<file path="src/sv/cle_pkg.sv">
package cle_pkg;

  localparam int OP_W   = 2;
  localparam int CHAR_W = 8;
  localparam int IDX_W  = 8;
  localparam int ST_W   = 2;
  localparam int LEN_W  = 8;

  typedef enum logic [OP_W-1:0] {
    OP_CHAR = 2'd0,
    OP_END  = 2'd1,
    OP_READ = 2'd2
  } op_e;

  localparam logic [OP_W-1:0] OP_UNUSED = 2'd3;

  typedef enum logic [ST_W-1:0] {
    ST_PROGRESS = 2'd0,
    ST_COMPLETE = 2'd1,
    ST_EOF      = 2'd2,
    ST_READ     = 2'd3
  } status_e;

  localparam logic [CHAR_W-1:0] CH_BS  = 8'd8;
  localparam logic [CHAR_W-1:0] CH_DEL = 8'd127;
  localparam logic [CHAR_W-1:0] CH_LF  = 8'd10;
  localparam logic [CHAR_W-1:0] CH_CR  = 8'd13;

  typedef struct packed {
    logic             valid;
    status_e          status;
    logic [LEN_W-1:0] length;
    logic             hit;
  } rsp_t;

endpackage

</file>
<file path="src/sv/cle_if.sv">
interface cle_req_if;
  logic                       valid;
  logic                       ready;
  logic [cle_pkg::OP_W-1:0]   operation;
  logic [cle_pkg::CHAR_W-1:0] char_code;
  logic [cle_pkg::IDX_W-1:0]  read_index;

  modport source (output valid, output operation, output char_code, output read_index,
                  input ready);
  modport sink (input valid, input operation, input char_code, input read_index,
                output ready);
endinterface

interface cle_rsp_if;
  logic                       valid;
  logic                       ready;
  logic [cle_pkg::ST_W-1:0]   status;
  logic [cle_pkg::LEN_W-1:0]  line_length;
  logic [cle_pkg::CHAR_W-1:0] read_byte;

  modport source (output valid, output status, output line_length, output read_byte,
                  input ready);
  modport sink (input valid, input status, input line_length, input read_byte,
                output ready);
endinterface

</file>
<file path="src/sv/console_line_editor_unit.sv">
// Console line editor: takes one event per cycle (character, end of input, or read of a
// stored byte) and answers in the cycle after the transfer from an output register; unused
// operation code 3 is taken and gives no answer. The line bytes sit in a small RAM with
// one write and one registered read port, so a read sees every byte written by any earlier
// event; the length and the line-open flag are registers. The request side stays ready
// while the output register is empty or being drained, so the sustained rate is one event
// per cycle. LINE_CAPACITY (1 to 255) sets the RAM depth; bytes past it are dropped.
module console_line_editor_unit #(
  parameter int LINE_CAPACITY = 128
) (
  input  logic          clk,
  input  logic          rst,
  cle_req_if.sink       req,
  cle_rsp_if.source     rsp
);

  localparam int AW = (LINE_CAPACITY > 1) ? $clog2(LINE_CAPACITY) : 1;

  logic                       accept;
  logic                       wr_en;
  logic [AW-1:0]              wr_addr;
  logic [cle_pkg::CHAR_W-1:0] wr_data;
  logic                       rd_en;
  logic [AW-1:0]              rd_addr;
  logic [cle_pkg::CHAR_W-1:0] rd_data;
  cle_pkg::rsp_t              edit_rsp;

  logic                       out_valid;
  cle_pkg::status_e           out_status;
  logic [cle_pkg::LEN_W-1:0]  out_length;
  logic                       out_hit;

  assign req.ready = !out_valid || rsp.ready;
  assign accept    = req.valid && req.ready;

  cle_edit #(
    .LINE_CAPACITY(LINE_CAPACITY),
    .AW           (AW)
  ) u_edit (
    .clk       (clk),
    .rst       (rst),
    .accept    (accept),
    .operation (req.operation),
    .char_code (req.char_code),
    .read_index(req.read_index),
    .wr_en     (wr_en),
    .wr_addr   (wr_addr),
    .wr_data   (wr_data),
    .rd_en     (rd_en),
    .rd_addr   (rd_addr),
    .rsp       (edit_rsp)
  );

  cle_ram #(
    .WIDTH(cle_pkg::CHAR_W),
    .DEPTH(LINE_CAPACITY),
    .AW   (AW)
  ) u_ram (
    .clk    (clk),
    .wr_en  (wr_en),
    .wr_addr(wr_addr),
    .wr_data(wr_data),
    .rd_en  (rd_en),
    .rd_addr(rd_addr),
    .rd_data(rd_data)
  );

  always_ff @(posedge clk) begin
    if (rst) begin
      out_valid <= 1'b0;
    end else if (accept) begin
      out_valid <= edit_rsp.valid;
    end else if (rsp.ready) begin
      out_valid <= 1'b0;
    end
  end

  always_ff @(posedge clk) begin
    if (accept) begin
      out_status <= edit_rsp.status;
      out_length <= edit_rsp.length;
      out_hit    <= edit_rsp.hit;
    end
  end

  assign rsp.valid       = out_valid;
  assign rsp.status      = out_status;
  assign rsp.line_length = out_length;
  assign rsp.read_byte   = out_hit ? rd_data : '0;

endmodule

</file>
<file path="src/sv/cle_ram.sv">
module cle_ram #(
  parameter int WIDTH = 8,
  parameter int DEPTH = 128,
  parameter int AW    = (DEPTH > 1) ? $clog2(DEPTH) : 1
) (
  input  logic             clk,
  input  logic             wr_en,
  input  logic [AW-1:0]    wr_addr,
  input  logic [WIDTH-1:0] wr_data,
  input  logic             rd_en,
  input  logic [AW-1:0]    rd_addr,
  output logic [WIDTH-1:0] rd_data
);

  logic [WIDTH-1:0] mem [DEPTH];

  always_ff @(posedge clk) begin
    if (wr_en) begin
      mem[wr_addr] <= wr_data;
    end
    if (rd_en) begin
      rd_data <= mem[rd_addr];
    end
  end

endmodule

</file>
<file path="src/sv/cle_edit.sv">
module cle_edit #(
  parameter int LINE_CAPACITY = 128,
  parameter int AW            = (LINE_CAPACITY > 1) ? $clog2(LINE_CAPACITY) : 1
) (
  input  logic                       clk,
  input  logic                       rst,
  input  logic                       accept,
  input  logic [cle_pkg::OP_W-1:0]   operation,
  input  logic [cle_pkg::CHAR_W-1:0] char_code,
  input  logic [cle_pkg::IDX_W-1:0]  read_index,
  output logic                       wr_en,
  output logic [AW-1:0]              wr_addr,
  output logic [cle_pkg::CHAR_W-1:0] wr_data,
  output logic                       rd_en,
  output logic [AW-1:0]              rd_addr,
  output cle_pkg::rsp_t              rsp
);

  localparam int LW = cle_pkg::LEN_W;
  localparam logic [LW-1:0] CAP = LW'(LINE_CAPACITY);

  logic [LW-1:0] length;
  logic [LW-1:0] length_next;
  logic          in_progress;
  logic          in_progress_next;
  logic [LW-1:0] base;
  logic          wr_req;
  logic          rd_req;

  always_comb begin
    base             = in_progress ? length : '0;
    length_next      = length;
    in_progress_next = in_progress;
    wr_req           = 1'b0;
    rd_req           = 1'b0;
    rsp.valid        = 1'b1;
    rsp.status       = cle_pkg::ST_PROGRESS;
    rsp.hit          = 1'b0;
    case (operation)
      cle_pkg::OP_CHAR: begin
        in_progress_next = 1'b1;
        length_next      = base;
        if (char_code == cle_pkg::CH_LF || char_code == cle_pkg::CH_CR) begin
          in_progress_next = 1'b0;
          rsp.status       = cle_pkg::ST_COMPLETE;
        end else if (char_code == cle_pkg::CH_BS || char_code == cle_pkg::CH_DEL) begin
          if (base != '0) begin
            length_next = base - LW'(1);
          end
        end else if (base < CAP) begin
          wr_req      = 1'b1;
          length_next = base + LW'(1);
        end
      end
      cle_pkg::OP_END: begin
        length_next      = base;
        in_progress_next = 1'b0;
        rsp.status       = (base != '0) ? cle_pkg::ST_COMPLETE : cle_pkg::ST_EOF;
      end
      cle_pkg::OP_READ: begin
        rd_req     = 1'b1;
        rsp.status = cle_pkg::ST_READ;
        rsp.hit    = (read_index < length);
      end
      default: begin
        rsp.valid = 1'b0;
      end
    endcase
    rsp.length = length_next;
  end

  assign wr_en   = accept && wr_req;
  assign wr_addr = base[AW-1:0];
  assign wr_data = char_code;
  assign rd_en   = accept && rd_req;
  assign rd_addr = read_index[AW-1:0];

  always_ff @(posedge clk) begin
    if (rst) begin
      length      <= '0;
      in_progress <= 1'b0;
    end else if (accept) begin
      length      <= length_next;
      in_progress <= in_progress_next;
    end
  end

endmodule

</file>
<file path="src/flat_wrapper.sv">
// flat-port wrapper written by rule: the top's interface ports become plain ports
module console_line_editor_unit_flat 
#(
  parameter int LINE_CAPACITY = 128
)
  (clk, rst, req_valid, req_operation, req_char_code, req_read_index, req_ready, rsp_valid, rsp_status, rsp_line_length, rsp_read_byte, rsp_ready);
  cle_req_if req_i ();
  cle_rsp_if rsp_i ();
  input  logic clk;
  input  logic rst;
  input wire logic [$bits(req_i.valid)-1:0] req_valid;
  input wire logic [$bits(req_i.operation)-1:0] req_operation;
  input wire logic [$bits(req_i.char_code)-1:0] req_char_code;
  input wire logic [$bits(req_i.read_index)-1:0] req_read_index;
  output wire logic [$bits(req_i.ready)-1:0] req_ready;
  output wire logic [$bits(rsp_i.valid)-1:0] rsp_valid;
  output wire logic [$bits(rsp_i.status)-1:0] rsp_status;
  output wire logic [$bits(rsp_i.line_length)-1:0] rsp_line_length;
  output wire logic [$bits(rsp_i.read_byte)-1:0] rsp_read_byte;
  input wire logic [$bits(rsp_i.ready)-1:0] rsp_ready;
  assign req_i.valid = req_valid;
  assign req_i.operation = req_operation;
  assign req_i.char_code = req_char_code;
  assign req_i.read_index = req_read_index;
  assign req_ready = req_i.ready;
  assign rsp_valid = rsp_i.valid;
  assign rsp_status = rsp_i.status;
  assign rsp_line_length = rsp_i.line_length;
  assign rsp_read_byte = rsp_i.read_byte;
  assign rsp_i.ready = rsp_ready;
  console_line_editor_unit #(.LINE_CAPACITY(LINE_CAPACITY)) u_core (.clk(clk), .rst(rst), .req(req_i), .rsp(rsp_i));
endmodule
</file>
<file path="config.mk">
export PLATFORM = sky130hd
export DESIGN_NAME = console_line_editor_unit_flat
export DESIGN_NICKNAME = d
export VERILOG_FILES = /design/src/sv/cle_pkg.sv /design/src/sv/cle_if.sv /design/src/sv/console_line_editor_unit.sv /design/src/sv/cle_ram.sv /design/src/sv/cle_edit.sv /design/src/flat_wrapper.sv
export SDC_FILE = /design/constraint.sdc
export NUM_CORES = 1
export LEC_CHECK = 0
export BUFFER_PORTS_ARGS = -buffer_cell sky130_fd_sc_hd__buf_2
export CAP_MARGIN = 30
export CORE_MARGIN = 10
export CORE_UTILIZATION = 65
export DETAILED_ROUTE_END_ITERATION = 7
export PLACE_DENSITY = 0.81
export SLEW_MARGIN = 20
export SYNTH_ARGS = -nofsm -noshare
export SYNTH_HDL_FRONTEND = slang
export SYNTH_HIERARCHICAL = 1
export SYNTH_SLANG_ARGS = --single-unit
</file>
<file path="constraint.sdc">
create_clock -name clk -period 5.8 [get_ports clk]
set_input_delay 1.16 -clock clk [delete_from_list [all_inputs] [get_ports clk]]
set_output_delay 1.16 -clock clk [all_outputs]
set_load 0.005 [all_outputs]
</file>
==> results of run 1 <==
==> logic make-up (layout without fill, tap and decap cells) <==
kind of cell | Yosys count | count (layout) | share of synthesized area
multiplexers | 345 | 345 | 0.184
buffers and inverters | 126 | 321 | 0.0144
AO/OA/AOI/OAI | 61 | 61 | 0.0110
XOR/XNOR | 3 | 3 | 0.000631
adder cells (fa/ha/maj) | 9 | 9 | 0.00270
flip-flops | 1053 | 1053 | 0.757
AND/OR/NAND/NOR | 266 | 266 | 0.0302
==> worst min-delay path by stage <==
stage                     startpoint               end  slack, ns  cells past startpoint
floorplan           u_core/rsp.valid  u_core/rsp.valid       0.50                      2
detailed placement  u_core/rsp.valid  u_core/rsp.valid       0.52                      2
global route        u_core/rsp.valid  u_core/rsp.valid       0.58                      2
finish              u_core/rsp.valid  u_core/rsp.valid       0.56                      2
CTS                 u_core/rsp.valid  u_core/rsp.valid       0.55                      2
global placement    u_core/rsp.valid  u_core/rsp.valid       0.49                      2
==> layout by cell type (no fill, tap or decap), types with 10 or more instances in the layout <==
| cell | netlist | layout |
|---|---|---|
| clkbuf_16 | 0 | 102 |
| o21ai_0 | 11 | 11 |
| clkinv_2 | 0 | 15 |
| buf_12 | 0 | 11 |
| nor3_1 | 13 | 13 |
| bufinv_16 | 0 | 14 |
| buf_4 | 26 | 79 |
| inv_1 | 14 | 14 |
| clkinv_1 | 0 | 19 |
| nand3_1 | 20 | 20 |
| buf_2 | 16 | 30 |
| edfxtp_1 | 1043 | 1043 |
| nor2_1 | 130 | 129 |
| dfxtp_1 | 10 | 10 |
| nand2_1 | 36 | 36 |
| clkbuf_1 | 49 | 23 |
| and2_1 | 15 | 15 |
| mux4_2 | 336 | 336 |
==> sequential cells by signal, summed over array words and instances, names as in the netlist <==
| register | flops |
|---|---|
| u_core/u_ram/mem | 1024 |
| u_core/u_edit/in_progress | 1 |
| u_core/u_ram/rd_data | 8 |
| u_core/rsp.valid | 1 |
| u_core/rsp.line_length | 8 |
| u_core/out_hit | 1 |
| u_core/rsp.status | 2 |
| u_core/u_edit/length | 8 |
==> per-layer routing <==
layer | up-vias | GRT usage | wire (µm)
met4 | 12 | 0.121 | 5240
met3 | 399 | 0.0731 | 13800
li1 | 8072 | - | -
met5 | - | 0 | 78
met1 | 11140 | 0.399 | 36600
met2 | 1964 | 0.460 | 52100
==> power by group through the flow <==
stage | Clock, mW | Sequential [mW] | Combinational [mW]
floorplan | 0 | 8.54 | 0.477
global placement | 0 | 8.54 | 0.710
detailed placement | 0 | 8.54 | 0.734
CTS | 6.78 | 8.38 | 0.755
global route | 7.05 | 8.38 | 0.797
finish | 6.72 | 8.38 | 0.772
==> worst max-delay path, cell delays in order <==
cell	delay [ns]
buf_4	0.57
a211oi_4	0.15
nor3_1	0.45
and3_1	0.46
nor2b_1	0.43
nand3_1	0.39
buf_4	0.34
nor2_1	0.64
==> final cells by class <==
class                   count  area (µm²)
multi-input cells         684        9540
repair buffers            123        1020
flip-flops and latches   1053       31500
well taps                 846        1060
inverters                  14        52.6
clock inverters            59         677
clock buffers             125        2640
fillers                  3203       16800
==> flow_summary_export.csv, run 1 <==
group,metric,value,unit
status,status,"finished clean",
finish,final_core_util,0.735,
power_and_ir_drop,power.leakage,14.5,nW
worst_setup_path,rrSetupSlack,1.98,ns
placement,dp_hpwl,60.1,mm
routing,viasPerCell,7.43,
placement,port_buffers,41,
logic_synthesis,synth_nets,1894,
grt,grt_pass1_wl,158,mm
worst_setup_path,crit-reg2reg-launch,"u_core/u_edit/in_progress",
clock_tree,cts_resized,0,
logic_synthesis,synth-main-ff-cell,"edfxtp_1",
finish,final_design_area_no_fill,46500,µm²
sta,min_period_over_period,0.752,
clock_tree,cts_buffers,99,
power_and_ir_drop,power.density,341,nW/µm²
routing,first_iter_violations,3723,
sta,drv_slew,0,
worst_setup_path,critPathLaunchType,"input pin",
placement,place_area,43100,µm²
power_and_ir_drop,ir_worst_vdd,0.286,mV
routing,drt-pass1-iter-count,8,
floorplanning,die_x,273,µm
logic_synthesis,yosysTopAreaCell,"edfxtp_1",
power_and_ir_drop,switchingPower,3.33,mW
sta,setup_violations,0,
sta,setup_tns,0,ns
power_and_ir_drop,total_power,15.9,mW
grt,grt_max_degree,90,
worst_setup_path,cp.arrival,4.64,ns
logic_synthesis,synth-seq-area-share,0.757,
logic_synthesis,synthDistinctLibCells,63,
routing,drc_errors,0,
floorplanning,dieArea,74600,µm²
power_and_ir_drop,p_int,12.5,mW
floorplanning,die-height,273,µm
finish,final_nets,2006,
worst_setup_path,critical_path_class,"input pin to register",
logic_synthesis,yosysWarnings,6,
routing,antenna_left,0,
finish,drive_gt1_frac,0.305,
power_and_ir_drop,p_sw_frac,0.210,
floorplanning,fp-row-count,92,
clock_tree,clkTransAtPathRegs,0.06,ns
sta,rsz0062_at_grt,"no",
flow_run,maxCapViolations,0,
finish,area_growth,11.6,%
clock_tree,cts_hold_buf,0,
logic_synthesis,synthTopCellsByArea,"edfxtp_1 75%, mux4_2 18%, nor2_1 1.2%",
logic_synthesis,synthArstFlopShare,0,
worst_setup_path,path_max_fanout,65,
finish,diodes,0,
logic_synthesis,syn_inst,1863,
sta,final.min_clock_period,4.36,ns
sta,fmax,0.229,GHz
power_and_ir_drop,power_frac_clock,0.423,
floorplanning,start_util,0.658,
logic_synthesis,synth_edf_count,1043,
sta,hold_ws,0.556,ns
grt,antenna_found_initial,7,
logic_synthesis,synthTopCellsByCount,"1043 x edfxtp_1, 336 x mux4_2, 130 x nor2_1",
grt,first_global_vias,21646,
placement,dp_cells,2709,
worst_hold_path,hold_class,"register to register",
worst_setup_path,cp.required,6.07,ns
clock_tree,cts.sinks,1053,
worst_setup_path,cp-end-kind,"register",
routing,vias,21587,
sta,hold_violations,0,
power_and_ir_drop,combPwrFrac,0.049,
logic_synthesis,ys_seq_elements,1053,
grt,grt_overflow,0,
worst_setup_path,reg2reg_to,"u_core/u_ram/mem[38][0]",
grt,track_usage,0.294,
logic_synthesis,syn_avg_cell_area,22.4,µm²
clock_tree,clk_path_buf_depth,3,
sta,worst_slack,1.44,ns
placement,place.gp.congestion,0.889,
sta,max_slew_margin,0.318,
clock_tree,insertion_delay,0.68,ns
worst_setup_path,endpoint,"u_core/u_ram/mem[38][0]",
clock_tree,htree_levels,3,
worst_setup_path,reg2reg_depth,7,
floorplanning,io_pins,42,
logic_synthesis,syn-cell-area,41700,µm²
sta,finClkSkew,0.0372,ns
clock_tree,cts_tree,"yes",
clock_tree,post_cts_buffers,0,
sta,worst_pin_slew,1.02,ns
worst_setup_path,crit_start,"req_char_code[4]",
logic_synthesis,yosysMostFrequentCell,"edfxtp_1",
placement,dpl_worst_slack,1.11,ns
logic_synthesis,synth_top_area_frac,0.752,
floorplanning,core,63300,µm²
clock_tree,cts_root_buffer,"clkbuf_16",
finish,layoutNonFillerInstCount,2904,
power_and_ir_drop,pwr-share-seq,0.528,
routing,routedWlPerCell,37.1,µm
routing,routed_wl,108,mm
(Power assumes the default switching activity.)
==> inputs of run 2 (changes only) <==
--- a/config.mk
+++ b/config.mk
@@ -8,9 +8,9 @@
 export BUFFER_PORTS_ARGS = -buffer_cell sky130_fd_sc_hd__buf_2
 export CAP_MARGIN = 30
 export CORE_MARGIN = 10
-export CORE_UTILIZATION = 65
+export CORE_UTILIZATION = 57
 export DETAILED_ROUTE_END_ITERATION = 7
-export PLACE_DENSITY = 0.81
+export PLACE_DENSITY = 0.75
 export SLEW_MARGIN = 20
 export SYNTH_ARGS = -nofsm -noshare
 export SYNTH_HDL_FRONTEND = slang
==> constraint.sdc (replaced) <==
create_clock -name clk -period 4 [get_ports clk]
set_input_delay 0.8 -clock clk [delete_from_list [all_inputs] [get_ports clk]]
set_output_delay 0.8 -clock clk [all_outputs]
set_load 0.005 [all_outputs]
==> flow_summary_export.csv, run 2 (synthesized netlist as in run 1, its figures left out) <==
group,metric,value,unit
grt,use_met3,0.0449,
sta,rsz0062_at_grt,"no",
worst_setup_path,cp.required,4.28,ns
sta,hold_ws,0.394,ns
sta,max_slew_margin,0.324,
routing,antenna_left,0,
grt,first_global_vias,20581,
finish,final_cell_mix,"1043 x edfxtp_1, 336 x mux4_2, 130 x nor2_1",
sta,min_period_over_period,0.804,
floorplanning,dieArea,84300,µm²
worst_setup_path,rrSetupSlack,0.78,ns
floorplanning,io_pins,42,
floorplanning,die-height,290,µm
sta,setup_violations,0,
status,status,"finished clean",
worst_setup_path,reg2reg_to,"u_core/u_ram/mem[62][7]",
placement,dp_hpwl,61.3,mm
worst_setup_path,cp.arrival,3.50,ns
placement,place.gp.congestion,0.895,
routing,first_iter_violations,3214,
worst_setup_path,critical_path_class,"register to register",
finish,drive_gt1_frac,0.309,
grt,track_usage,0.234,
worst_setup_path,crit-reg2reg-launch,"u_core/u_edit/in_progress",
worst_hold_path,worstHoldEndpoint,"u_core/u_ram/mem[8][7]",
grt,grt.busiest_layer,"met2",
sta,worst_pin_slew,1.01,ns
routing,drc_errors,0,
routing,routedWlPerCell,32.6,µm
clock_tree,cts_hold_buf,0,
worst_hold_path,hold_class,"input pin to register",
worst_setup_path,path_max_fanout,14,
floorplanning,fp-row-count,99,
power_and_ir_drop,power.density,480,nW/µm²
grt,grt_overflow,0,
flow_run,maxCapViolations,0,
worst_setup_path,cp-end-kind,"register",
worst_setup_path,critPathLaunchType,"register",
clock_tree,insertion_delay,0.67,ns
routing,drt-pass1-iter-count,6,
clock_tree,cts.sinks,1053,
finish,area_growth,12.3,%
clock_tree,clkTransAtPathRegs,0.06,ns
grt,grt_pass1_wl,146,mm
worst_hold_path,worstHoldStart,"req_char_code[7]",
finish,mostFrequentLayoutCell,"edfxtp_1",
clock_tree,clk_path_buf_depth,3,
grt,grt_use_met2,0.366,
routing,viasPerCell,6.81,
clock_tree,htree_levels,3,
clock_tree,cts_tree,"yes",
grt,grt_max_degree,105,
grt,antenna_found_initial,5,
floorplanning,start_util,0.573,
clock_tree,cts_root_buffer,"clkbuf_16",
finish,final_nets,2025,
grt,grtUsageMet1,0.329,
routing,vias,20635,
sta,drv_slew,0,
sta,final.min_clock_period,3.22,ns
clock_tree,post_cts_buffers,0,
finish,top_register,"u_core/u_ram/mem",
clock_tree,cts_resized,0,
sta,setup_tns,0,ns
worst_hold_path,hold_path_depth,1,
clock_tree,cts_buffers,102,
power_and_ir_drop,power.leakage,14.6,nW
worst_setup_path,reg2reg_depth,8,
power_and_ir_drop,ir_worst_vdd,0.430,mV
placement,port_buffers,41,
floorplanning,die_x,290,µm
finish,largest_reg_flops,1024,
sta,finClkSkew,0.0280,ns
routing,routed_wl,98.7,mm
sta,fmax,0.311,GHz
floorplanning,core,72700,µm²
sta,hold_violations,0,
-- run 2: how the worst max path moves through the flow --
| stage | start | endpoint | slack, ns | cells after the start |
|---|---|---|---|---|
| 3_3_place_gp | req_char_code[0] | u_core/u_ram/mem[110][0] | 0.21 | 9 |
| 4_1_cts | u_core/u_edit/in_progress | u_core/u_ram/mem[6][3] | 0.76 | 8 |
| 5_1_grt | u_core/u_edit/in_progress | u_core/u_ram/mem[16][2] | 0.67 | 8 |
| 6_report | u_core/u_edit/in_progress | u_core/u_ram/mem[62][7] | 0.78 | 8 |
| 2_1_floorplan | req_read_index[0] | u_core/u_ram/rd_data[0] | 0.48 | 7 |
| 3_5_place_dp | req_char_code[0] | u_core/u_ram/mem[6][6] | 0.21 | 9 |
-- run 2: worst max-delay path: stages (launching register included) --
cell     delay (ns)
dfxtp_1        0.39
buf_4          0.23
nand2_1        0.19
and3_1         0.22
and3_1         0.30
nor2b_1        0.32
nand3_1        0.18
buf_4          0.26
nor2_1         0.71
-- run 2: report_power, final --
group | total (mW) | internal [mW] | leakage [nW] | switching [mW]
Sequential | 12.2 | 12.1 | 9.47 | 0.0118
Clock | 9.17 | 5.17 | 1.55 | 4.00
Combinational | 1.12 | 0.474 | 3.58 | 0.642
-- run 2: layout make-up --
type                    instances  area, µm²
well taps                     959       1200
repair buffers                139       1280
multi-input cells             684       9530
clock inverters                61        534
fillers                      4492      25900
flip-flops and latches       1053      31500
inverters                      14       52.6
clock buffers                 120       2640
diodes                          2       5.00
-- run 2: layer usage --
| layer | up-vias | wire [µm] |
|---|---|---|
| li1 | 8117 | - |
| met3 | 218 | 10900 |
| met2 | 1378 | 48200 |
| met4 | 6 | 3280 |
| met5 | - | 40 |
| met1 | 10916 | 36300 |
-- run 2: metrics by stage --
step	std cells	total power, mW	worst slack [ns]	area (µm²)	utilization
finish	3032	22.4	0.784	46800	0.643
global route	3030	23.0	0.672	46800	0.643
CTS	3024	22.6	0.763	46700	0.642
detailed placement	2843	13.5	0.212	43500	0.599
global placement	2829	13.5	0.214	43400	0.596
floorplan	1863	13.1	0.476	41700	-
